[config.mk]
export PLATFORM = sky130hd
export DESIGN_NAME = tcw_ctrl
export DESIGN_NICKNAME = d
export VERILOG_FILES = /design/src/rtl/text_console_writer_top_macros.svh /design/src/rtl/tcw_pkg.sv /design/src/rtl/tcw_ctrl.sv
export SDC_FILE = /design/constraint.sdc
export NUM_CORES = 1
export LEC_CHECK = 0
export ABC_AREA = 1
export BUFFER_PORTS_ARGS = -buffer_cell sky130_fd_sc_hd__buf_2
export CAP_MARGIN = 25
export CORE_MARGIN = 8
export CORE_UTILIZATION = 45
export CTS_CLUSTER_DIAMETER = 80
export CTS_CLUSTER_SIZE = 16
export DETAILED_ROUTE_END_ITERATION = 16
export PLACE_DENSITY = 0.7
export SLEW_MARGIN = 20
export SYNTH_ARGS = -nofsm -noshare
export SYNTH_HDL_FRONTEND = slang
export SYNTH_SLANG_ARGS = --single-unit
[constraint.sdc]
create_clock -name clk_i -period 4 [get_ports clk_i]
set_clock_uncertainty 0.05 [all_clocks]
set_input_delay 0.2 -clock clk_i [delete_from_list [all_inputs] [get_ports clk_i]]
set_output_delay 0.2 -clock clk_i [all_outputs]
set_load 0.02 [all_outputs]
[src/rtl/text_console_writer_top_macros.svh]
// assertion macros for the text console writer
// used by text_console_writer_top.sv; define SYNTH to compile them away
`ifndef TEXT_CONSOLE_WRITER_TOP_MACROS_SVH
`define TEXT_CONSOLE_WRITER_TOP_MACROS_SVH

`ifndef SYNTH

// property must hold at every clock edge out of reset
`define TCW_ASSERT(lbl, clk, rst_n, prop) \
  lbl: assert property (@(posedge clk) disable iff (!rst_n) (prop)) \
    else $error("tcw assertion failed");

// expression must never be true out of reset
`define TCW_ASSERT_NEVER(lbl, clk, rst_n, expr) \
  lbl: assert property (@(posedge clk) disable iff (!rst_n) !(expr)) \
    else $error("tcw forbidden condition seen");

`else

`define TCW_ASSERT(lbl, clk, rst_n, prop)
`define TCW_ASSERT_NEVER(lbl, clk, rst_n, expr)

`endif

`endif

[src/rtl/tcw_pkg.sv]
// shared types and constants of the text console writer
// no dependencies; used by tcw_ctrl and text_console_writer_top
`default_nettype none

package tcw_pkg;

  localparam int SCREEN_COLUMNS = 80;
  localparam int SCREEN_ROWS    = 25;

  localparam int CFG_W     = 8;
  localparam int CFG_IDX_W = 1;
  localparam int IN_ROW_W  = 5;
  localparam int IN_COL_W  = 7;
  localparam int CELL_W    = 16;

  localparam logic [7:0] NEWLINE_CODE      = 8'd10;
  localparam logic [7:0] SPACE_CODE        = 8'd32;
  localparam logic [7:0] TEXT_COLOR_RESET  = 8'd9;
  localparam logic [7:0] BLANK_COLOR_RESET = 8'd7;

  localparam logic [CFG_IDX_W-1:0] REG_TEXT_COLOR  = 1'b0;
  localparam logic [CFG_IDX_W-1:0] REG_BLANK_COLOR = 1'b1;

  localparam logic CMD_PUT  = 1'b0;
  localparam logic CMD_READ = 1'b1;

  typedef struct packed {
    logic                command;
    logic [7:0]          char_code;
    logic [IN_ROW_W-1:0] cell_row;
    logic [IN_COL_W-1:0] cell_col;
  } tcw_in_t;

  typedef struct packed {
    logic [7:0]          cell_char;
    logic [7:0]          cell_attr;
    logic [IN_ROW_W-1:0] cursor_row;
    logic [IN_COL_W-1:0] cursor_col;
  } tcw_out_t;

  typedef enum logic [2:0] {
    ST_CLEAR,
    ST_IDLE,
    ST_READ,
    ST_SCROLL,
    ST_FILL,
    ST_DONE
  } tcw_state_e;

  typedef struct packed {
    logic clearing;
    logic scrolling;
    logic filling;
  } tcw_status_t;

endpackage

`default_nettype wire

[src/rtl/tcw_ctrl.sv]
// sequencer of the text console writer: cursor, put/read, scroll copy,
// row fill and clearing pass over the screen store; uses tcw_pkg
`default_nettype none

module tcw_ctrl #(
  parameter int COLS = tcw_pkg::SCREEN_COLUMNS,
  parameter int ROWS = tcw_pkg::SCREEN_ROWS,
  localparam int CELL_COUNT = COLS * ROWS,
  localparam int ADDR_W = $clog2(CELL_COUNT)
) (
  input  wire logic                       clk_i,
  input  wire logic                       rst_ni,
  input  wire logic                       in_valid_i,
  output logic                            in_ready_o,
  input  wire tcw_pkg::tcw_in_t           in_req_i,
  output logic                            out_valid_o,
  input  wire logic                       out_ready_i,
  output tcw_pkg::tcw_out_t               out_req_o,
  input  wire logic [tcw_pkg::CFG_W-1:0]  text_color_i,
  input  wire logic [tcw_pkg::CFG_W-1:0]  blank_color_i,
  output logic                            ram_we_o,
  output logic [ADDR_W-1:0]               ram_waddr_o,
  output logic [tcw_pkg::CELL_W-1:0]      ram_wdata_o,
  output logic                            ram_re_o,
  output logic [ADDR_W-1:0]               ram_raddr_o,
  input  wire logic [tcw_pkg::CELL_W-1:0] ram_rdata_i,
  output tcw_pkg::tcw_status_t            status_o
);

  localparam int CNT_W = $clog2(CELL_COUNT + 1);
  localparam int ROW_W = $clog2(ROWS);
  localparam int COL_W = $clog2(COLS);

  tcw_pkg::tcw_state_e state_q, state_d;
  logic [CNT_W-1:0]           ptr_q, ptr_d;
  logic [ADDR_W-1:0]          wr_addr_q, wr_addr_d;
  logic                       pend_q, pend_d;
  logic [ROW_W-1:0]           row_q, row_d;
  logic [COL_W-1:0]           col_q, col_d;
  logic [tcw_pkg::CELL_W-1:0] cell_q, cell_d;
  logic                       out_valid_q, out_valid_d;
  tcw_pkg::tcw_out_t          out_q, out_d;

  logic [ADDR_W-1:0] cur_addr;
  logic [ADDR_W-1:0] rd_in_addr;
  logic              rd_in_range;
  logic              row_last, col_last, is_newline, wrap, need_scroll;
  logic              scan_done, fill_done, out_free;
  logic [31:0]       row_ext, col_ext;

  assign cur_addr    = ADDR_W'(row_q) * ADDR_W'(COLS) + ADDR_W'(col_q);
  assign rd_in_addr  = ADDR_W'(in_req_i.cell_row) * ADDR_W'(COLS)
                     + ADDR_W'(in_req_i.cell_col);
  assign rd_in_range = (32'(in_req_i.cell_row) < 32'(ROWS))
                    && (32'(in_req_i.cell_col) < 32'(COLS));
  assign row_last    = (32'(row_q) == 32'(ROWS - 1));
  assign col_last    = (32'(col_q) == 32'(COLS - 1));
  assign is_newline  = (in_req_i.char_code == tcw_pkg::NEWLINE_CODE);
  assign wrap        = is_newline || col_last;
  assign need_scroll = wrap && row_last;
  assign scan_done   = (ptr_q == CNT_W'(CELL_COUNT));
  assign fill_done   = (ptr_q == CNT_W'(CELL_COUNT - 1));
  assign out_free    = !out_valid_q || out_ready_i;
  assign row_ext     = 32'(row_q);
  assign col_ext     = 32'(col_q);

  // next state
  always_comb begin
    state_d = state_q;
    unique case (state_q)
      tcw_pkg::ST_CLEAR: begin
        if (fill_done) state_d = tcw_pkg::ST_IDLE;
      end
      tcw_pkg::ST_IDLE: begin
        if (in_valid_i) begin
          if (in_req_i.command == tcw_pkg::CMD_READ) begin
            state_d = rd_in_range ? tcw_pkg::ST_READ : tcw_pkg::ST_DONE;
          end else begin
            state_d = need_scroll ? tcw_pkg::ST_SCROLL : tcw_pkg::ST_DONE;
          end
        end
      end
      tcw_pkg::ST_READ: begin
        state_d = tcw_pkg::ST_DONE;
      end
      tcw_pkg::ST_SCROLL: begin
        if (scan_done && !pend_q) state_d = tcw_pkg::ST_FILL;
      end
      tcw_pkg::ST_FILL: begin
        if (fill_done) state_d = tcw_pkg::ST_DONE;
      end
      tcw_pkg::ST_DONE: begin
        if (out_free) state_d = tcw_pkg::ST_IDLE;
      end
      default: begin
        state_d = tcw_pkg::ST_IDLE;
      end
    endcase
  end

  // outputs and datapath
  always_comb begin
    ram_we_o    = 1'b0;
    ram_waddr_o = cur_addr;
    ram_wdata_o = {text_color_i, in_req_i.char_code};
    ram_re_o    = 1'b0;
    ram_raddr_o = rd_in_addr;
    in_ready_o  = 1'b0;
    ptr_d       = ptr_q;
    wr_addr_d   = wr_addr_q;
    pend_d      = pend_q;
    row_d       = row_q;
    col_d       = col_q;
    cell_d      = cell_q;
    out_d       = out_q;
    out_valid_d = out_valid_q && !out_ready_i;
    unique case (state_q)
      tcw_pkg::ST_CLEAR: begin
        ram_we_o    = 1'b1;
        ram_waddr_o = ptr_q[ADDR_W-1:0];
        ram_wdata_o = {tcw_pkg::BLANK_COLOR_RESET, tcw_pkg::SPACE_CODE};
        ptr_d       = ptr_q + CNT_W'(1);
      end
      tcw_pkg::ST_IDLE: begin
        in_ready_o = 1'b1;
        if (in_valid_i) begin
          cell_d = '0;
          ptr_d  = CNT_W'(COLS);
          pend_d = 1'b0;
          if (in_req_i.command == tcw_pkg::CMD_READ) begin
            ram_re_o = rd_in_range;
          end else begin
            ram_we_o = !is_newline;
            if (need_scroll) begin
              row_d = ROW_W'(ROWS - 1);
              col_d = '0;
            end else if (wrap) begin
              row_d = row_q + ROW_W'(1);
              col_d = '0;
            end else begin
              col_d = col_q + COL_W'(1);
            end
          end
        end
      end
      tcw_pkg::ST_READ: begin
        cell_d = ram_rdata_i;
      end
      tcw_pkg::ST_SCROLL: begin
        // write back the cell read last cycle one row higher
        if (pend_q) begin
          ram_we_o    = 1'b1;
          ram_waddr_o = wr_addr_q;
          ram_wdata_o = ram_rdata_i;
        end
        if (!scan_done) begin
          ram_re_o    = 1'b1;
          ram_raddr_o = ptr_q[ADDR_W-1:0];
          wr_addr_d   = ptr_q[ADDR_W-1:0] - ADDR_W'(COLS);
          ptr_d       = ptr_q + CNT_W'(1);
          pend_d      = 1'b1;
        end else begin
          pend_d = 1'b0;
          if (!pend_q) ptr_d = CNT_W'((ROWS - 1) * COLS);
        end
      end
      tcw_pkg::ST_FILL: begin
        ram_we_o    = 1'b1;
        ram_waddr_o = ptr_q[ADDR_W-1:0];
        ram_wdata_o = {blank_color_i, tcw_pkg::SPACE_CODE};
        ptr_d       = ptr_q + CNT_W'(1);
      end
      tcw_pkg::ST_DONE: begin
        if (out_free) begin
          out_d.cell_char  = cell_q[7:0];
          out_d.cell_attr  = cell_q[15:8];
          out_d.cursor_row = row_ext[tcw_pkg::IN_ROW_W-1:0];
          out_d.cursor_col = col_ext[tcw_pkg::IN_COL_W-1:0];
          out_valid_d      = 1'b1;
        end
      end
      default: begin
      end
    endcase
  end

  always_ff @(posedge clk_i or negedge rst_ni) begin
    if (!rst_ni) begin
      state_q     <= tcw_pkg::ST_CLEAR;
      ptr_q       <= '0;
      pend_q      <= 1'b0;
      row_q       <= '0;
      col_q       <= '0;
      out_valid_q <= 1'b0;
    end else begin
      state_q     <= state_d;
      ptr_q       <= ptr_d;
      pend_q      <= pend_d;
      row_q       <= row_d;
      col_q       <= col_d;
      out_valid_q <= out_valid_d;
    end
  end

  always_ff @(posedge clk_i) begin
    wr_addr_q <= wr_addr_d;
    cell_q    <= cell_d;
    out_q     <= out_d;
  end

  assign out_valid_o        = out_valid_q;
  assign out_req_o          = out_q;
  assign status_o.clearing  = (state_q == tcw_pkg::ST_CLEAR);
  assign status_o.scrolling = (state_q == tcw_pkg::ST_SCROLL);
  assign status_o.filling   = (state_q == tcw_pkg::ST_FILL);

endmodule

`default_nettype wire

==> metrics, run 1 <==
status=completed; cts bufs inserted=9; FILL cells=1,024; Seq cells post-synth=83; cell taking the most area after synthesis=edfxtp_1; Initial Utilization=45.6%; GR Util All Layers=18.7%; Slew @ Worst Pin=714 ps; Pre-antenna DRT Iters=5; clk sinks=83; Area Overhead vs Synth=19.9%; Max Slew Vio Count=0; cells after synthesis=552; worst path required time=3750 ps; Area contributors post-synth=edfxtp_1, dfrtp_1, nand2_1; first-pass GRT wire length=21.7 mm; slowest CP cell=nand2_1; most frequent cells in the layout=buf_2, nand2_1, inv_1; die width=120 um; Vias per Instance=5.10; I/O pin cnt=130; total power draw=3.60 mW; via count=4,226; period utilization=78.9%; post-cts sizing count=0; Setup crit end kind=output port; Post-Route WL=13.2 mm; Critical Path Max Stage Delay=490 ps; number of buffers and inverters on the critical path=4; HP Class=in -> reg; worst setup margin=844 ps; critical path class=reg -> out; post-placement cell count=812; sequential fraction of the synthesis area=48.0%; cell area after synthesis=0.00490 mm^2; worst skew pair latency=360 ps; FP Rows=38; setup TNS=0 ps; placed inst area=0.00569 mm^2; RSZ-0062 raised after global routing=no; # setup viols final=0; Worst EP arrival=2910 ps; mean area per synthesized cell=8.87 um^2; Post-CTS Hold Buffers=1; GPL Wtd Cong=0.908; die area=0.0145 mm^2; top cell type's share of synthesized area=33.7%; CP Cell Sequence=inv_1, ha_1, inv_1, nor2_1, nand4_1, nand2_1, inv_1, o21ai_0, buf_2; power per cell area=614 mW/mm^2; Antenna Nets Post-Route=0; Reg clk slew, reported paths=90 ps; vias in the first global route=4,326; post-synthesis cell type count=34; crit-path leading delay family=buffers and inverters; most common cell after layout, fill and taps aside=buf_2; Final min period=3160 ps; post-layout net count=772; P_leak=2.89 nW; drt wl/cell=15.9 um; IO buf count=129; crit path max fanout=23; total congestion overflow=0; Max-Cap Viols=0; pre-CTS setup slack=1240 ps; antenna cells=0; f_max=317 MHz; VDD IR-drop max=0.279 mV; CORE AREA=0.0107 mm^2; Most common cell on crit path=inv_1; Syn Nets=640; CP Launch Type=register; postcts setup bufs=0; Post-Layout Cell Count=829; max_slew headroom=52.3%; drt initial violations=293; CTS tree=done; hpwl dp=10.4 mm; final instance area=0.00587 mm^2; number of H-tree levels=3; Clock Tree Root=clkbuf_8; Max Root-Sink Buffers=2; layout cell share with drive strength beyond 1=24.5%; residual DRC count=0; die extent in y=120 um; synth warn=0; initial antenna violation count=0; Hold Fails Final Rpt=0; maximum number of pins on one net before global-route repair=29
final timing paths:
check | end | startpoint | depth (start not counted) | slack (ps)
max | ram_raddr_o[5] | ptr_q[0]$_DFFE_PN0P_ | 9 | 840
min | out_valid_o$_DFF_PN0_ | out_ready_i | 3 | 70
max reg2reg | wr_addr_q[6]$_DFFE_PP_ | ptr_q[0]$_DFFE_PN0P_ | 7 | 1490
min reg2reg | out_req_o[24]$_DFFE_PP_ | cell_q[4]$_SDFFCE_PN0P_ | 0 | 370
max in group asynchronous | out_valid_o$_DFF_PN0_ | rst_ni | 2 | 3080
min in group asynchronous | col_q[2]$_DFFE_PN0P_ | rst_ni | 2 | 370
through the flow:
| step | util, % | hold WS [ps] |
|---|---|---|
| 6_report | 54.6 | 69.2 |
| 5_1_grt | 54.6 | 71.8 |
| 4_1_cts | 54.6 | 52.1 |
| 3_5_place_dp | 52.9 | 235 |
| 3_3_place_gp | 52.9 | 233 |
| 2_1_floorplan | - | -146 |
state kept, by name, indices dropped and copies added, names as in the netlist:
register,count
out_valid_o,1
cell_q,16
state_q,3
ptr_q,11
col_q,7
out_req_o,28
row_q,5
wr_addr_q,11
pend_q,1
Yosys cell counts, drive strengths merged:
cell type	count
ha	27
nor3	8
fa	4
inv	78
nor2	59
edfxtp	55
dfrtp	28
nand2	127
a31o	1
or2	1
nand3	34
nand4	5
clkbuf	3
a21oi	12
xnor2	5
o31ai	2
o22ai	5
o211ai	9
a22oi	11
o21bai	2
buf	8
nand3b	2
xor2	18
o21ai	47
a21boi	1
logic make-up (layout without fill, tap and decap cells):
family                     count (synthesis)  after routing  synth area share, %
xor gates and xnor gates                  23             23                 4.11
AOI/OAI and AO/OA                         90             90                 10.8
and+or+nand+nor                          236            236                 21.6
DFF                                       83             83                 48.0
buffers and inverters                     89            226                 7.02
adders and majority gates                 31             31                 8.53
report_power, final:
group          internal, mW  leakage, nW  total (mW)  switching (mW)
logic                 0.509         1.94        1.69            1.18
clock network         0.231       0.0795       0.546           0.316
registers              1.20        0.869        1.36           0.160
total                  1.94         2.89        3.60            1.66
layer usage:
| layer | global-route usage, % | vias up | share of wire (%) |
|---|---|---|---|
| met3 | 4.06 | 13 | 5.8 |
| met4 | 6.01 | 0 | 1.6 |
| met1 | 23.5 | 1985 | 43 |
| met2 | 31.6 | 131 | 49 |
| met5 | 0 | - | 0 |
| li1 | - | 2097 | - |
worst register-to-register path, cell delays in order, from the launching register on:
cell and delay (ps):
dfrtp_1 490, inv_1 160, ha_1 260, inv_1 60
nor2_1 30, nand4_1 90, nand2_1 380, inv_1 630
area by class of cell:
class	instances	area [um^2]	area share [%]
Clock inverter	6	48.8	0.831
Timing Repair Buffer	132	671	11.4
Tap cell	140	175	2.98
Inverter	78	293	4.99
Multi-Input combinational cell	380	2200	37.5
Clock buffer	10	128	2.17
Sequential cell	83	2350	40.1
Note: power is estimated with default switching activity, not from simulation.
==> inputs of run 2 (changes only) <==
==> constraint.sdc (replaced) <==
create_clock -name clk_i -period 3.01 [get_ports clk_i]
set_clock_uncertainty 0.05 [all_clocks]
set_input_delay 0.1505 -clock clk_i [delete_from_list [all_inputs] [get_ports clk_i]]
set_output_delay 0.1505 -clock clk_i [all_outputs]
set_load 0.02 [all_outputs]
==> metrics, run 2 (synthesis results as in run 1) <==
crit-path leading delay family=adder cells; Post-Route WL=13.0 mm (-1.2%); Vias per Instance=5.19 (+1.9%); residual DRC count=0 (unchanged); P_leak=2.94 nW (+1.6%); number of buffers and inverters on the critical path=1 (-3); die area=0.0145 mm^2 (unchanged); Worst Hold Depth=3 (unchanged); Area Overhead vs Synth=21.7%; worst path required time=2810 ps (-940 ps); most frequent cells in the layout=buf_2, nand2_1, inv_1; most common cell after layout, fill and taps aside=buf_2; die extent in y=120 um (unchanged); setup TNS=0 ps (unchanged); cts bufs inserted=9 (unchanged); clk sinks=83 (unchanged); die width=120 um (unchanged); power per cell area=844 mW/mm^2 (+37%); VDD IR-drop max=0.369 mV (+32%); slowest CP cell=fa_1; drt initial violations=306 (+4.4%); crit path max fanout=7 (-70%); I/O pin cnt=130 (unchanged); Antenna Nets Post-Route=0 (unchanged); max FFs per register=28 (unchanged); first-pass GRT wire length=21.6 mm (-0.38%); Slew @ Worst Pin=687 ps (-26.1 ps); Initial Utilization=45.6% (unchanged); worst skew pair latency=360 ps (about the same); final instance area=0.00596 mm^2 (+1.5%); total congestion overflow=0 (unchanged); layout cell share with drive strength beyond 1=24.9% (+0.33 points); maximum number of pins on one net before global-route repair=29 (unchanged); GR Util All Layers=18.4% (-0.33 points); HP Class=in -> reg; critical path class=reg -> out; drt wl/cell=15.7 um (-1.5%); via count=4,320 (+2.2%); initial antenna violation count=0 (unchanged); # setup viols final=0 (unchanged); f_max=365 MHz; Final min period=2740 ps; antenna cells=0 (unchanged); vias in the first global route=4,403 (+1.8%); post-layout net count=775 (+0.39%); r2r startpoint=ptr_q[5]$_DFFE_PN0P_; number of H-tree levels=3 (unchanged); Reg clk slew, reported paths=80 ps (about the same); Max-Cap Viols=0 (unchanged); Setup crit end kind=output port; r2r endpoint=wr_addr_q[4]$_DFFE_PP_; Max Root-Sink Buffers=2 (unchanged); Pre-antenna DRT Iters=4 (-1); CP Launch Type=register; period utilization=90.9%; CTS tree=done; WHS Endpoint=out_valid_o$_DFF_PN0_; IO buf count=129 (unchanged); R2R depth=8 (+1); Max Slew Vio Count=0 (unchanged); placed inst area=0.00571 mm^2 (+0.40%); hpwl dp=10.1 mm (-2.4%); FF-to-FF setup slack=1020 ps (-470 ps); Critical Path Max Stage Delay=540 ps (+50 ps); CORE AREA=0.0107 mm^2 (unchanged); status=completed; FP Rows=38 (unchanged); GPL Wtd Cong=0.888 (-2.2%); CP Cell Sequence=ha_1, ha_1, fa_1, nand2_1, nor2_1, nor2_1, nor2_1, nand2_1, nand2_1, buf_2; RSZ-0062 raised after global routing=no; Worst EP arrival=2540 ps (-370 ps); max_slew headroom=54.1% (+1.7 points); Hold Fails Final Rpt=0 (unchanged); Clock Tree Root=clkbuf_8; Hold Startpoint=out_ready_i
-- run 2: layout make-up --
type	instances	area, um^2
well taps	140	175
clock buffers	10	128
inverters	78	293
repair buffers	135	693
flip-flops and latches	83	2350
multi-input cells	380	2200
fillers	988	4790
clock inverters	6	114
-- run 2: report_power, final --
group | switching, mW | internal, mW
clock network | 0.411 | 0.552
registers | 0.225 | 1.60
logic | 1.56 | 0.682
-- run 2: layer usage --
layer | vias up | routed length [um] | GRT usage (%)
li1 | 2108 | - | -
met1 | 2028 | 5540 | 22.4
met2 | 162 | 6350 | 30.6
met3 | 22 | 825 | 3.92
met4 | 0 | 316 | 8.67
met5 | - | 0 | 0
-- run 2: worst min-delay path, stage by stage --
cell and delay, ps:
buf_2 70, or2_2 110, nand2_1 50
-- run 2: how the worst max path moves through the flow --
stage	from	to	cells after the start
floorplan	row_q[1]$_DFFE_PN0P_	ram_waddr_o[9]	7
global placement	row_q[1]$_DFFE_PN0P_	ram_waddr_o[10]	10
detailed placement	row_q[1]$_DFFE_PN0P_	ram_waddr_o[10]	10
CTS	row_q[1]$_DFFE_PN0P_	ram_waddr_o[10]	10
global route	row_q[1]$_DFFE_PN0P_	ram_waddr_o[10]	10
finish	row_q[1]$_DFFE_PN0P_	ram_waddr_o[10]	10
-- run 2: stage by stage --
| step | utilization, % | setup WS (ps) | hold slack [ps] | cells | total power [mW] |
|---|---|---|---|---|---|
| detailed placement | 53.1 | 656 | 177 | 815 | 4.09 |
| global route | 55.5 | 85.9 | 20.5 | 832 | 5.36 |
| floorplan | - | 609 | -195 | 552 | 3.32 |
| global placement | 53.1 | 699 | 172 | 815 | 4.04 |
| CTS | 55.5 | 269 | 8.91 | 832 | 5.05 |
| finish | 55.5 | 273 | 11.4 | 832 | 5.03 |
-- run 2: timing repair --
action                                 CTS  global route
setup buffers                            0             0
hold buffers                             1             0
endpoints found under the hold margin   28             0
resized for setup                        0             0
==> inputs of run 3 (changes only) <==
--- a/config.mk
+++ b/config.mk
@@ -13,6 +13,7 @@
 export CTS_CLUSTER_DIAMETER = 80
 export CTS_CLUSTER_SIZE = 16
 export DETAILED_ROUTE_END_ITERATION = 16
+export GPL_TIMING_DRIVEN = 0
 export PLACE_DENSITY = 0.7
 export SLEW_MARGIN = 20
 export SYNTH_ARGS = -nofsm -noshare
==> metrics, run 3 (synthesis results as in run 1) <==
I/O pin cnt=130 (unchanged); drt initial violations=290 (-5.2%); die area=0.0145 mm^2 (unchanged); most frequent cells in the layout=buf_2, nand2_1, inv_1; FF-to-FF setup slack=730 ps (-290 ps); pre-CTS setup slack=589 ps (-66.4 ps); Critical Path Max Stage Delay=550 ps (about the same); CTS tree=done; maximum number of pins on one net before global-route repair=29 (unchanged); Post-Route WL=13.1 mm (+0.18%); Hold Startpoint=out_ready_i; final hold slack=24.6 ps (+13.1 ps); Worst EP arrival=2590 ps (+50 ps); power per cell area=843 mW/mm^2 (about the same); Initial Utilization=45.6% (unchanged); Max Root-Sink Buffers=2 (unchanged); post-layout net count=781 (+0.77%); cts bufs inserted=9 (unchanged); Slew @ Worst Pin=766 ps (+78.4 ps); GPL Wtd Cong=0.905 (+1.9%); Pre-antenna DRT Iters=7 (+3); post-cts sizing count=0 (unchanged); slowest CP cell=fa_1; f_max=358 MHz (-1.9%); HP Class=in -> reg; number of H-tree levels=3 (unchanged); Reg clk slew, reported paths=80 ps (about the same); Worst Hold Depth=3 (unchanged); r2r startpoint=state_q[2]$_DFFE_PN0P_; CORE AREA=0.0107 mm^2 (unchanged); vias in the first global route=4,433 (+0.68%); most common cell after layout, fill and taps aside=buf_2; initial antenna violation count=0 (unchanged); GRT met1 Usage=21.8% (-0.60 points); period utilization=92.7% (+1.8 points); FP Rows=38 (unchanged); status=completed; GR Util All Layers=18.1% (-0.31 points); die extent in y=120 um (unchanged); Clock Tree Root=clkbuf_8; r2r endpoint=cell_q[4]$_SDFFCE_PN0P_; via count=4,328 (+0.19%); max FFs per register=28 (unchanged); worst skew pair latency=340 ps (-20 ps); Max-Cap Viols=0 (unchanged); R2R depth=4 (-4); Setup crit end kind=output port; FILL cells=996 (+0.81%); hpwl dp=10.4 mm (+3.1%); GRT busiest layer=met2; Max Slew Vio Count=0 (unchanged); crit-path leading delay family=adder cells; IO buf count=129 (unchanged); GRT met3 Usage=3.96% (+0.047 points); Antenna Nets Post-Route=0 (unchanged); Hold Fails Final Rpt=0 (unchanged); met2 Use GR=31.1% (+0.45 points); CP Cell Sequence=ha_1, ha_1, fa_1, inv_1, o21ai_0, nand2_1, o21ai_0, buf_2; worst path required time=2810 ps (about the same); clk sinks=83 (unchanged); crit path max fanout=7 (unchanged); max_slew headroom=48.8% (-5.2 points); drt wl/cell=15.6 um (-0.53%); first-pass GRT wire length=21.3 mm (-1.4%); WHS Endpoint=out_valid_o$_DFF_PN0_; Vias per Instance=5.16 (-0.53%); antenna cells=0 (unchanged); critical path class=reg -> out; residual DRC count=0 (unchanged); # setup viols final=0 (unchanged); Final min period=2790 ps (+52.9 ps); layout cell share with drive strength beyond 1=25.1% (+0.22 points); worst setup margin=220 ps (-52.9 ps); VDD IR-drop max=0.376 mV (+1.8%); setup TNS=0 ps (unchanged); post-layout util=55.6% (+0.17 points); Area Overhead vs Synth=22.0%; CP Launch Type=register; P_leak=2.95 nW (+0.45%); RSZ-0062 raised after global routing=no; number of buffers and inverters on the critical path=2 (+1); die width=120 um (unchanged); total congestion overflow=0 (unchanged)
## run 3: per-stage QoR
stage	instances	cell area (um^2)	total power, mW
3_5_place_dp	821	5730	4.12
5_1_grt	838	5980	5.36
3_3_place_gp	821	5720	4.05
4_1_cts	838	5980	5.07
6_report	838	5980	5.04
2_1_floorplan	552	4900	3.32
## run 3: metal layers
layer / part of all wire (%) / vias up / wire length (um)
met5: 0 / - / 0
met4: 2.4 / 0 / 308
met3: 6.5 / 26 / 846
met2: 49 / 166 / 6340
met1: 43 / 2023 / 5570
li1: - / 2113 / -
## run 3: how the worst max path moves through the flow
| stage | startpoint | end | slack, ps | depth (start not counted) |
|---|---|---|---|---|
| final | row_q[1]$_DFFE_PN0P_ | ram_waddr_o[9] | 220 | 8 |
| after global routing | ptr_q[0]$_DFFE_PN0P_ | ram_raddr_o[5] | 40 | 10 |
| after CTS | row_q[1]$_DFFE_PN0P_ | ram_waddr_o[9] | 200 | 8 |
| after detailed placement | row_q[1]$_DFFE_PN0P_ | ram_waddr_o[9] | 590 | 8 |
| after global placement | state_q[1]$_DFFE_PN0P_ | out_req_o[11]$_DFFE_PP_ | 170 | 3 |
| after floorplan | row_q[1]$_DFFE_PN0P_ | ram_waddr_o[9] | 610 | 7 |
## run 3: area by class of cell
class / instances / area (um^2) / share of cell area, %
Multi-Input combinational cell: 380 / 2210 / 37.0
Tap cell: 140 / 175 / 2.93
Inverter: 78 / 293 / 4.90
Sequential cell: 83 / 2350 / 39.3
Clock inverter: 6 / 114 / 1.90
Buffer: 11 / 51.3 / 0.858
Timing Repair Buffer: 130 / 656 / 11.0
Clock buffer: 10 / 128 / 2.13
## run 3: power by group
part	internal (mW)	switching (mW)	total [mW]
sequential	1.60	0.213	1.81
combinational	0.687	1.59	2.27
clock	0.553	0.400	0.953
## run 3: timing repair
item	in CTS	in global routing
hold buffers	1	0
buffers inserted	0	0
endpoints found under the hold margin	28	0
## run 3: tightest hold or removal path, delay by kind of cell
family | cells | cell delay (ps)
and+or+nand+nor | 2 | 160
buffers and inverters | 1 | 70
